<file path="src/rtl/rct_pkg.sv">
package rct_pkg;

    localparam int SLOTS_DEF    = 16;
    localparam int MAP_BITS_DEF = 32;
    localparam int COPY_LIMIT   = 32;

    localparam int FILE_ID_W = 32;
    localparam int IO_ID_W   = 32;
    localparam int SECTOR_W  = 64;
    localparam int COUNT_W   = 6;
    localparam int STATUS_W  = 3;
    localparam int SLOT_W    = 4;
    localparam int OFFSET_W  = 5;
    localparam int LENGTH_W  = 6;

    typedef enum logic [STATUS_W-1:0] {
        ST_ISSUED  = 3'd0,
        ST_FULL    = 3'd1,
        ST_NOMATCH = 3'd2,
        ST_PARTIAL = 3'd3,
        ST_DONE    = 3'd4
    } t_status;

    // controller -> datapath
    typedef struct packed {
        logic load;     // capture accepted item, restart scan
        logic step;     // read next slot
        logic issue;    // write new entry at evaluated slot
        logic capture;  // latch offset of matched slot
        logic update;   // merge map, finish reply
        logic miss;     // scan ended without a hit
        logic emit;     // move result to output register
    } t_cmd;

    // datapath -> controller
    typedef struct packed {
        logic op;       // captured op
        logic hit;      // evaluated slot fits
        logic last;     // evaluated slot is the final one
    } t_sts;

endpackage

</file>
<file path="src/rtl/rct_if.sv">
interface rct_req_if;
    logic        valid;
    logic        ready;
    logic        op;
    logic        is_write;
    logic [31:0] file_id;
    logic [31:0] io_id;
    logic [63:0] start_sector;
    logic [5:0]  sector_count;

    modport source (output valid, op, is_write, file_id, io_id, start_sector, sector_count,
                    input ready);
    modport sink   (input valid, op, is_write, file_id, io_id, start_sector, sector_count,
                    output ready);
endinterface

interface rct_rsp_if;
    logic        valid;
    logic        ready;
    logic [2:0]  status;
    logic [31:0] assigned_id;
    logic [3:0]  slot;
    logic [4:0]  copy_offset;
    logic [5:0]  copy_length;
    logic        overrun;

    modport source (output valid, status, assigned_id, slot, copy_offset, copy_length, overrun,
                    input ready);
    modport sink   (input valid, status, assigned_id, slot, copy_offset, copy_length, overrun,
                    output ready);
endinterface

</file>
<file path="src/rtl/read_completion_tracker.sv">
// Read completion tracker.
// i_req carries issue items (op 0: read or write request, start, count) and
// read reply items (op 1: file id, io id, start, count). o_rsp carries one
// result per item: status, assigned or matched id, slot, clipped copy
// offset and length, and the overrun flag. Both channels move an item when
// valid and ready are high at a rising edge.
// Issue takes the lowest free slot and hands out the next id (1 after
// reset, wrapping). A reply is matched against valid read entries, lowest
// slot first; returned sectors are marked in the slot's completion map and
// the slot frees once every requested sector is in.
// Timing: the controller walks the slots one per cycle through the entry
// store's single read port; the scan runs to the hit slot or to the last
// slot. An issue or a miss then finishes, while a matched reply first
// goes through an update step that merges the map.
// A new item is taken only while the controller is idle; a finished result
// waits in a result register until the output register is free, so one
// result can sit on o_rsp while the next item is being worked.
// Reset clears the slot valid bits and both valid flags and sets the id counter to 1;
// entry storage needs no clearing since it is read only while valid.
module read_completion_tracker #(
    parameter int SLOTS    = rct_pkg::SLOTS_DEF,
    parameter int MAP_BITS = rct_pkg::MAP_BITS_DEF
) (
    input  logic       i_clk,
    input  logic       i_rst_n,
    rct_req_if.sink    i_req,
    rct_rsp_if.source  o_rsp
);
    import rct_pkg::*;

    t_cmd w_cmd;
    t_sts w_sts;

    // sequencing: scan, update, result handoff
    rct_ctrl u_ctrl (
        .i_clk       (i_clk),
        .i_rst_n     (i_rst_n),
        .i_in_valid  (i_req.valid),
        .o_in_ready  (i_req.ready),
        .o_out_valid (o_rsp.valid),
        .i_out_ready (o_rsp.ready),
        .i_sts       (w_sts),
        .o_cmd       (w_cmd)
    );

    // slot table, compare and map arithmetic, result registers
    rct_dp #(
        .SLOTS    (SLOTS),
        .MAP_BITS (MAP_BITS)
    ) u_dp (
        .i_clk          (i_clk),
        .i_rst_n        (i_rst_n),
        .i_cmd          (w_cmd),
        .o_sts          (w_sts),
        .i_op           (i_req.op),
        .i_is_write     (i_req.is_write),
        .i_file_id      (i_req.file_id),
        .i_io_id        (i_req.io_id),
        .i_start_sector (i_req.start_sector),
        .i_sector_count (i_req.sector_count),
        .o_status       (o_rsp.status),
        .o_assigned_id  (o_rsp.assigned_id),
        .o_slot         (o_rsp.slot),
        .o_copy_offset  (o_rsp.copy_offset),
        .o_copy_length  (o_rsp.copy_length),
        .o_overrun      (o_rsp.overrun)
    );
endmodule

</file>
<file path="src/rtl/rct_ctrl.sv">
module rct_ctrl (
    input  logic          i_clk,
    input  logic          i_rst_n,
    input  logic          i_in_valid,
    output logic          o_in_ready,
    output logic          o_out_valid,
    input  logic          i_out_ready,
    input  rct_pkg::t_sts i_sts,
    output rct_pkg::t_cmd o_cmd
);
    import rct_pkg::*;

    typedef enum logic [3:0] {
        S_IDLE = 4'b0001,
        S_SCAN = 4'b0010,
        S_UPD  = 4'b0100,
        S_FIN  = 4'b1000
    } t_state;

    t_state r_state, n_state;
    logic   r_out_valid, n_out_valid;
    logic   w_out_free;

    assign w_out_free  = !r_out_valid || i_out_ready;
    assign o_in_ready  = (r_state == S_IDLE);
    assign o_out_valid = r_out_valid;

    always_comb begin
        n_state = r_state;
        o_cmd   = '0;
        case (r_state)
            S_IDLE: begin
                if (i_in_valid) begin
                    o_cmd.load = 1'b1;
                    n_state    = S_SCAN;
                end
            end
            S_SCAN: begin
                if (i_sts.hit && !i_sts.op) begin
                    o_cmd.issue = 1'b1;
                    n_state     = S_FIN;
                end else if (i_sts.hit) begin
                    o_cmd.capture = 1'b1;
                    n_state       = S_UPD;
                end else if (i_sts.last) begin
                    o_cmd.miss = 1'b1;
                    n_state    = S_FIN;
                end else begin
                    o_cmd.step = 1'b1;
                end
            end
            S_UPD: begin
                o_cmd.update = 1'b1;
                n_state      = S_FIN;
            end
            S_FIN: begin
                if (w_out_free) begin
                    o_cmd.emit = 1'b1;
                    n_state    = S_IDLE;
                end
            end
            default: n_state = S_IDLE;
        endcase
    end

    always_comb begin
        n_out_valid = r_out_valid;
        if (i_out_ready)
            n_out_valid = 1'b0;
        if (o_cmd.emit)
            n_out_valid = 1'b1;
    end

    always_ff @(posedge i_clk) begin
        if (!i_rst_n) begin
            r_state     <= S_IDLE;
            r_out_valid <= 1'b0;
        end else begin
            r_state     <= n_state;
            r_out_valid <= n_out_valid;
        end
    end

    // a pending result is never overwritten
    a_hold: assert property (@(posedge i_clk) disable iff (!i_rst_n)
        (r_state == S_FIN && r_out_valid && !i_out_ready) |=> (r_state == S_FIN && r_out_valid))
        else $error("result overwritten while stalled");

    // every accepted item starts a scan
    a_load: assert property (@(posedge i_clk) disable iff (!i_rst_n)
        (i_in_valid && o_in_ready) |=> (r_state == S_SCAN))
        else $error("accept did not start scan");

    // replies go through the update step before finishing
    a_upd: assert property (@(posedge i_clk) disable iff (!i_rst_n)
        (r_state == S_UPD) |=> (r_state == S_FIN && $past(i_sts.op)))
        else $error("update step out of order");
endmodule

</file>
<file path="src/rtl/rct_dp.sv">
module rct_dp #(
    parameter int SLOTS    = rct_pkg::SLOTS_DEF,
    parameter int MAP_BITS = rct_pkg::MAP_BITS_DEF
) (
    input  logic          i_clk,
    input  logic          i_rst_n,
    input  rct_pkg::t_cmd i_cmd,
    output rct_pkg::t_sts o_sts,
    input  logic          i_op,
    input  logic          i_is_write,
    input  logic [31:0]   i_file_id,
    input  logic [31:0]   i_io_id,
    input  logic [63:0]   i_start_sector,
    input  logic [5:0]    i_sector_count,
    output logic [2:0]    o_status,
    output logic [31:0]   o_assigned_id,
    output logic [3:0]    o_slot,
    output logic [4:0]    o_copy_offset,
    output logic [5:0]    o_copy_length,
    output logic          o_overrun
);
    import rct_pkg::*;

    localparam int SW = (SLOTS > 1) ? $clog2(SLOTS) : 1;
    localparam int CW = $clog2(MAP_BITS + 1);
    localparam int OW = $clog2(MAP_BITS);
    localparam int EW = ((OW > COUNT_W) ? OW : COUNT_W) + 1;

    // captured item
    logic                r_op, r_wr;
    logic [31:0]         r_fid, r_iid;
    logic [63:0]         r_start;
    logic [COUNT_W-1:0]  r_cnt;

    logic [SLOTS-1:0]    r_valid;
    logic [31:0]         r_next_id;
    logic [SW:0]         r_idx;

    // entry store
    logic                m_wr    [SLOTS];
    logic [31:0]         m_id    [SLOTS];
    logic [63:0]         m_start [SLOTS];
    logic [CW-1:0]       m_count [SLOTS];
    logic [MAP_BITS-1:0] m_map   [SLOTS];

    logic                r_rd_ok, r_rd_wr;
    logic [SW-1:0]       r_rd_idx;
    logic [31:0]         r_rd_id;
    logic [63:0]         r_rd_start;
    logic [CW-1:0]       r_rd_count;
    logic [MAP_BITS-1:0] r_rd_map;

    logic [OW-1:0]       r_off;

    // result and output registers
    t_status             r_res_st, r_o_st;
    logic [31:0]         r_res_id, r_o_id;
    logic [SW-1:0]       r_res_slot, r_o_slot;
    logic [OW-1:0]       r_res_off, r_o_off;
    logic [LENGTH_W-1:0] r_res_len, r_o_len;
    logic                r_res_ovr, r_o_ovr;

    logic [64:0]         w_diff;
    logic                w_in_range, w_match;
    logic [CW-1:0]       w_cnt_sat;
    logic [EW-1:0]       w_end, w_end_c, w_len, w_count_e;
    logic                w_ovr;
    logic [MAP_BITS-1:0] w_low, w_need, w_map;
    logic                w_all;
    logic [63:0]         w_off_ext;
    logic [15:0]         w_slot_ext;

    // slot evaluation
    assign w_diff     = {1'b0, r_start} - {1'b0, r_rd_start};
    assign w_in_range = !w_diff[64] && (w_diff[63:0] < 64'(r_rd_count));
    assign w_match    = r_valid[r_rd_idx] && !r_rd_wr && (r_fid == '0) &&
                        (r_rd_id == r_iid) && w_in_range;

    assign o_sts.op   = r_op;
    assign o_sts.hit  = r_rd_ok && (r_op ? w_match : !r_valid[r_rd_idx]);
    assign o_sts.last = r_rd_ok && (r_rd_idx == SW'(SLOTS - 1));

    assign w_cnt_sat  = (EW'(r_cnt) > EW'(MAP_BITS)) ? CW'(MAP_BITS) : CW'(r_cnt);

    // reply arithmetic on the matched slot
    assign w_count_e = EW'(r_rd_count);
    assign w_end     = EW'(r_off) + EW'(r_cnt);
    assign w_ovr     = (w_end > w_count_e);
    assign w_end_c   = w_ovr ? w_count_e : w_end;
    assign w_len     = w_end_c - EW'(r_off);
    // shift by MAP_BITS or more wraps to all ones
    assign w_low     = (MAP_BITS'(1) << r_cnt) - MAP_BITS'(1);
    assign w_need    = (MAP_BITS'(1) << r_rd_count) - MAP_BITS'(1);
    assign w_map     = r_rd_map | (w_low << r_off);
    assign w_all     = ((w_map & w_need) == w_need);

    always_ff @(posedge i_clk) begin
        if (i_cmd.load) begin
            r_op    <= i_op;
            r_wr    <= i_is_write;
            r_fid   <= i_file_id;
            r_iid   <= i_io_id;
            r_start <= i_start_sector;
            r_cnt   <= i_sector_count;
        end
        if (i_cmd.step) begin
            r_rd_idx   <= r_idx[SW-1:0];
            r_rd_wr    <= m_wr[r_idx[SW-1:0]];
            r_rd_id    <= m_id[r_idx[SW-1:0]];
            r_rd_start <= m_start[r_idx[SW-1:0]];
            r_rd_count <= m_count[r_idx[SW-1:0]];
            r_rd_map   <= m_map[r_idx[SW-1:0]];
        end
        if (i_cmd.issue) begin
            m_wr[r_rd_idx]    <= r_wr;
            m_id[r_rd_idx]    <= r_next_id;
            m_start[r_rd_idx] <= r_start;
            m_count[r_rd_idx] <= w_cnt_sat;
            m_map[r_rd_idx]   <= '0;
        end
        if (i_cmd.update)
            m_map[r_rd_idx] <= w_map;
        if (i_cmd.capture)
            r_off <= w_diff[OW-1:0];

        if (i_cmd.issue) begin
            r_res_st   <= ST_ISSUED;
            r_res_id   <= r_next_id;
            r_res_slot <= r_rd_idx;
            r_res_off  <= '0;
            r_res_len  <= '0;
            r_res_ovr  <= 1'b0;
        end
        if (i_cmd.miss) begin
            r_res_st   <= r_op ? ST_NOMATCH : ST_FULL;
            r_res_id   <= '0;
            r_res_slot <= '0;
            r_res_off  <= '0;
            r_res_len  <= '0;
            r_res_ovr  <= 1'b0;
        end
        if (i_cmd.update) begin
            r_res_st   <= w_all ? ST_DONE : ST_PARTIAL;
            r_res_id   <= r_rd_id;
            r_res_slot <= r_rd_idx;
            r_res_off  <= r_off;
            r_res_len  <= (w_len > EW'(COPY_LIMIT)) ? '0 : w_len[LENGTH_W-1:0];
            r_res_ovr  <= w_ovr;
        end
        if (i_cmd.emit) begin
            r_o_st   <= r_res_st;
            r_o_id   <= r_res_id;
            r_o_slot <= r_res_slot;
            r_o_off  <= r_res_off;
            r_o_len  <= r_res_len;
            r_o_ovr  <= r_res_ovr;
        end
    end

    always_ff @(posedge i_clk) begin
        if (!i_rst_n) begin
            r_valid   <= '0;
            r_next_id <= 32'd1;
            r_idx     <= '0;
            r_rd_ok   <= 1'b0;
        end else begin
            if (i_cmd.load) begin
                r_idx   <= '0;
                r_rd_ok <= 1'b0;
            end else if (i_cmd.step) begin
                r_idx   <= r_idx + (SW+1)'(1);
                r_rd_ok <= (r_idx < (SW+1)'(SLOTS));
            end
            if (i_cmd.issue) begin
                r_valid[r_rd_idx] <= 1'b1;
                r_next_id         <= r_next_id + 32'd1;
            end
            if (i_cmd.update && w_all)
                r_valid[r_rd_idx] <= 1'b0;
        end
    end

    assign w_off_ext     = 64'(r_o_off);
    assign w_slot_ext    = 16'(r_o_slot);
    assign o_status      = r_o_st;
    assign o_assigned_id = r_o_id;
    assign o_slot        = w_slot_ext[3:0];
    assign o_copy_offset = w_off_ext[4:0];
    assign o_copy_length = r_o_len;
    assign o_overrun     = r_o_ovr;

    // a new entry only lands in a free slot
    a_free: assert property (@(posedge i_clk) disable iff (!i_rst_n)
        i_cmd.issue |-> !r_valid[r_rd_idx])
        else $error("issue into occupied slot");

    // a matched offset always lies inside the request
    a_off: assert property (@(posedge i_clk) disable iff (!i_rst_n)
        i_cmd.update |-> (EW'(r_off) < w_count_e))
        else $error("offset outside request");

    // id counter advances exactly on issue
    a_id: assert property (@(posedge i_clk) disable iff (!i_rst_n)
        !i_cmd.issue |=> $stable(r_next_id))
        else $error("id counter moved without issue");
endmodule
</file>
<file path="src/flat_wrapper.sv">
// flat-port wrapper written by rule: the top's interface ports become plain ports
module read_completion_tracker_flat import rct_pkg::*;
#(
    parameter int SLOTS    = rct_pkg::SLOTS_DEF,
    parameter int MAP_BITS = rct_pkg::MAP_BITS_DEF
)
  (i_clk, i_rst_n, i_req_valid, i_req_op, i_req_is_write, i_req_file_id, i_req_io_id, i_req_start_sector, i_req_sector_count, i_req_ready, o_rsp_valid, o_rsp_status, o_rsp_assigned_id, o_rsp_slot, o_rsp_copy_offset, o_rsp_copy_length, o_rsp_overrun, o_rsp_ready);
  rct_req_if i_req_i ();
  rct_rsp_if o_rsp_i ();
  input  logic i_clk;
  input  logic i_rst_n;
  input wire logic [$bits(i_req_i.valid)-1:0] i_req_valid;
  input wire logic [$bits(i_req_i.op)-1:0] i_req_op;
  input wire logic [$bits(i_req_i.is_write)-1:0] i_req_is_write;
  input wire logic [$bits(i_req_i.file_id)-1:0] i_req_file_id;
  input wire logic [$bits(i_req_i.io_id)-1:0] i_req_io_id;
  input wire logic [$bits(i_req_i.start_sector)-1:0] i_req_start_sector;
  input wire logic [$bits(i_req_i.sector_count)-1:0] i_req_sector_count;
  output wire logic [$bits(i_req_i.ready)-1:0] i_req_ready;
  output wire logic [$bits(o_rsp_i.valid)-1:0] o_rsp_valid;
  output wire logic [$bits(o_rsp_i.status)-1:0] o_rsp_status;
  output wire logic [$bits(o_rsp_i.assigned_id)-1:0] o_rsp_assigned_id;
  output wire logic [$bits(o_rsp_i.slot)-1:0] o_rsp_slot;
  output wire logic [$bits(o_rsp_i.copy_offset)-1:0] o_rsp_copy_offset;
  output wire logic [$bits(o_rsp_i.copy_length)-1:0] o_rsp_copy_length;
  output wire logic [$bits(o_rsp_i.overrun)-1:0] o_rsp_overrun;
  input wire logic [$bits(o_rsp_i.ready)-1:0] o_rsp_ready;
  assign i_req_i.valid = i_req_valid;
  assign i_req_i.op = i_req_op;
  assign i_req_i.is_write = i_req_is_write;
  assign i_req_i.file_id = i_req_file_id;
  assign i_req_i.io_id = i_req_io_id;
  assign i_req_i.start_sector = i_req_start_sector;
  assign i_req_i.sector_count = i_req_sector_count;
  assign i_req_ready = i_req_i.ready;
  assign o_rsp_valid = o_rsp_i.valid;
  assign o_rsp_status = o_rsp_i.status;
  assign o_rsp_assigned_id = o_rsp_i.assigned_id;
  assign o_rsp_slot = o_rsp_i.slot;
  assign o_rsp_copy_offset = o_rsp_i.copy_offset;
  assign o_rsp_copy_length = o_rsp_i.copy_length;
  assign o_rsp_overrun = o_rsp_i.overrun;
  assign o_rsp_i.ready = o_rsp_ready;
  read_completion_tracker #(.SLOTS(SLOTS), .MAP_BITS(MAP_BITS)) u_core (.i_clk(i_clk), .i_rst_n(i_rst_n), .i_req(i_req_i), .o_rsp(o_rsp_i));
endmodule
</file>
<file path="config.mk">
export PLATFORM = sky130hd
export DESIGN_NAME = read_completion_tracker_flat
export DESIGN_NICKNAME = d
export VERILOG_FILES = /design/src/rtl/rct_pkg.sv /design/src/rtl/rct_if.sv /design/src/rtl/read_completion_tracker.sv /design/src/rtl/rct_ctrl.sv /design/src/rtl/rct_dp.sv /design/src/flat_wrapper.sv
export SDC_FILE = /design/constraint.sdc
export NUM_CORES = 2
export LEC_CHECK = 0
export BUFFER_PORTS_ARGS = -buffer_cell sky130_fd_sc_hd__buf_4
export CORE_MARGIN = 1
export CORE_UTILIZATION = 45
export DETAILED_ROUTE_END_ITERATION = 16
export GPL_TIMING_DRIVEN = 0
export SLEW_MARGIN = 40
export SYNTH_ARGS = -nofsm -noshare
export SYNTH_HDL_FRONTEND = slang
export SYNTH_SLANG_ARGS = --single-unit
export TNS_END_PERCENT = 50
</file>
<file path="constraint.sdc">
create_clock -name i_clk -period 27.2 [get_ports i_clk]
set_input_delay 4.08 -clock i_clk [delete_from_list [all_inputs] [get_ports i_clk]]
set_output_delay 4.08 -clock i_clk [all_outputs]
set_load 0.02 [all_outputs]
</file>
==> flow_summary.toml <==
[status]
status = "completed"

[synth]
yosysUniqueCellTypes = 82
ys_seq_area_frac = 0.736
yosys.area_share.simple = 0.0401
synth-edff-count = 2542
synthAdderAreaFrac = 0.0111
yosys_warnings = 0
ys_ff_latch = 2601
syn_area_um2 = 105000
avgSynthCellArea_um2 = 19.3
synthFlopType = "edfxtp_1"
synth_compound_area_frac = 0.0398
synth_cells = 5467
synth_top_family_by_area = "multiplexers"
async_flop_share = 0
synth_fp_nets = 5699
synth-xor-area-share = 0.00790
synth.area.mux_share = 0.151

[clock_tree]
numCtsBuffers = 285
clk_pin_slew_ps = 60
cts_resized = 0
root_buffer = "clkbuf_16"
clock_path_buffers = 4
holdBufCountCts = 0
cts_sinks = 2601
post-cts-setup-buffers = 0
clk_latency_ps = 940
cts_max_level = 5
cts_tree = "yes"

[floorplan]
core-area_um2 = 233000
die_w_um = 486
die_height_um = 486
core.rowCount = 177
die-area_um2 = 236000
num_io_pins = 193
initial_core_util = 0.453

[sta]
post-route-min-period_ps = 9630
slew_headroom = 0.358
fin_ws_ps = 17570
tightest_slew_ps = 957
drv_slew = 0
fin_crit_sh = 0.354
setup_viol = 0
hold_viol = 0
timing.hold.ws_ps = 417
rsz0062_at_grt = "no"
skew_ps = 64.1
fin_tns_setup_ps = 0
fmax_mhz = 104

[critical_path]
cpMostUsedCell = "buf_8"
worstSetupPathType = "register to register"
start_kind = "register"
end_kind = "register"
crit_arrival_ps = 10230
slowest_delay_ps = 720
cp_slowest_cell = "nor4_2"
worstPathRequired_ps = 27800
path_max_fanout = 17

[route]
drt-total-wl_um = 308000
post_drt_wl_per_cell_um = 32.3
drt_iter0_markers = 7068
final_antenna_net_count = 0
route.detailed.drc = 0
num_vias = 58300
via_per_inst = 6.13
drtPass1Iterations = 6

[layout]
multi_input_area_um2 = 26800
drive_above_1_share = 0.282
nFillCells = 17900
area_growth_syn_to_layout_pct = 18.9
fin_nets = 6418
final_cell_count_no_fill = 9521
seq_area_um2 = 77500

[grt]
grt_antenna_before_repair = 13
grt_pass1_wl_um = 438000
grt_pass1_vias = 59300
grt.overflow.total = 0
grt_max_degree = 33
grt_usage = 0.262

[placed_design]
pre_cts_ws_ps = 17060
gp_congestion = 0.943
port_buffers = 192
hpwl_um = 216000
numPlacedInstances = 9030

[power]
leakagePower_nw = 39.9
fin_total_pwr_mw = 8.92
power_density_nw_per_um2 = 71.2
ir_worst_vdd_mv = 0.0535

[worst_hold_path]
hold_path.class = "register to register"

[run]
drv_cap = 0
## cells by family after synthesis
family | after synthesis
muxes | 726
AOI/OAI and AO/OA | 646
xor gates and xnor gates | 95
DFF | 2601
and+or+nand+nor | 892
buffers and inverters | 415
adders and majority gates | 92
## layout make-up
class	count	area share
buffer	293	0.0105
inverter	122	0.00366
clock buffer	338	0.0595
timing repair buffer	432	0.0502
antenna	6	0.000120
sequential	2601	0.619
tap	3132	0.0313
multi-input combinational	2451	0.214
clock inverter	146	0.0120
## registers in the layout (all words and copies together) (netlist names), 32 cells and up
| register | count |
|---|---|
| u_core.u_dp.o_assigned_id | 32 |
| u_core.u_dp.m_map | 512 |
| u_core.u_dp.r_rd_start | 64 |
| u_core.u_dp.r_next_id | 32 |
| u_core.u_dp.r_iid | 32 |
| u_core.u_dp.r_rd_id | 32 |
| u_core.u_dp.m_count | 96 |
| u_core.u_dp.r_fid | 32 |
| u_core.u_dp.r_rd_map | 32 |
| u_core.u_dp.m_id | 512 |
| u_core.u_dp.r_res_id | 32 |
| u_core.u_dp.m_start | 1024 |
| u_core.u_dp.r_start | 64 |
## per-layer routing
layer | wire length (µm) | track usage | part of all wire
met5 | 36 | 0 | 0.00012
met4 | 9730 | 0.0786 | 0.032
met3 | 24100 | 0.0432 | 0.078
met2 | 148000 | 0.422 | 0.48
met1 | 126000 | 0.367 | 0.41
## synth_stat cells, types with 56 or more instances
library cell / n / share of area
a21oi_1: 183 / 0.0087
clkbuf_1: 233 / 0.0083
dfxtp_1: 59 / 0.011
edfxtp_1: 2542 / 0.72
ha_1: 89 / 0.011
inv_1: 117 / 0.0042
mux4_2: 686 / 0.15
nand2_1: 245 / 0.0087
nand3_1: 95 / 0.0045
nand4_1: 59 / 0.0035
nor2_1: 266 / 0.0095
o21ai_0: 149 / 0.0071
xor2_1: 56 / 0.0047
## metrics by stage
step,cell area [µm²],util
4_1_cts,125000,0.538
2_1_floorplan,105000,-
6_report,125000,0.538
3_3_place_gp,111000,0.476
5_1_grt,125000,0.538
3_5_place_dp,116000,0.499
## cell usage in the layout (no fill, tap or decap), types with 117 or more instances in the layout
cell type / n
buf_8: 117
clkbuf_16: 291
o21ai_0: 146
mux4_2: 686
nand2_1: 244
edfxtp_1: 2542
buf_4: 195
inv_1: 117
nor2_1: 206
a21oi_1: 178
clkbuf_1: 176
## report_power, final
group / total [mW] / internal [mW] / switching (mW)
Clock: 3.77 / 2.23 / 1.53
Sequential: 4.54 / 4.46 / 0.0799
Combinational: 0.610 / 0.221 / 0.389
## critical path, delay by kind of cell (launching register included)
kind	cells	cell delay, ps
and+or+nand+nor	11	4570
buffers and inverters	9	2030
DFF	1	600
AOI/OAI and AO/OA	4	960
xor gates and xnor gates	1	230
adders and majority gates	2	850
## final timing paths
check / from / end / slack (ps) / cells past startpoint
worst max-delay path: u_core.u_dp.r_start[4]$_DFFE_PP_ / u_core.u_dp.m_start[4][7]$_DFFE_PP_ / 17570 / 27
worst min-delay path: u_core.u_dp.r_res_id[10]$_DFFE_PP_ / u_core.u_dp.o_assigned_id[10]$_DFFE_PP_ / 420 / 0
worst max register to register: u_core.u_dp.r_start[4]$_DFFE_PP_ / u_core.u_dp.m_start[4][7]$_DFFE_PP_ / 17570 / 27
worst min register to register: u_core.u_dp.r_res_id[10]$_DFFE_PP_ / u_core.u_dp.o_assigned_id[10]$_DFFE_PP_ / 420 / 0
No activity file was read; power rests on OpenSTA's default activity.
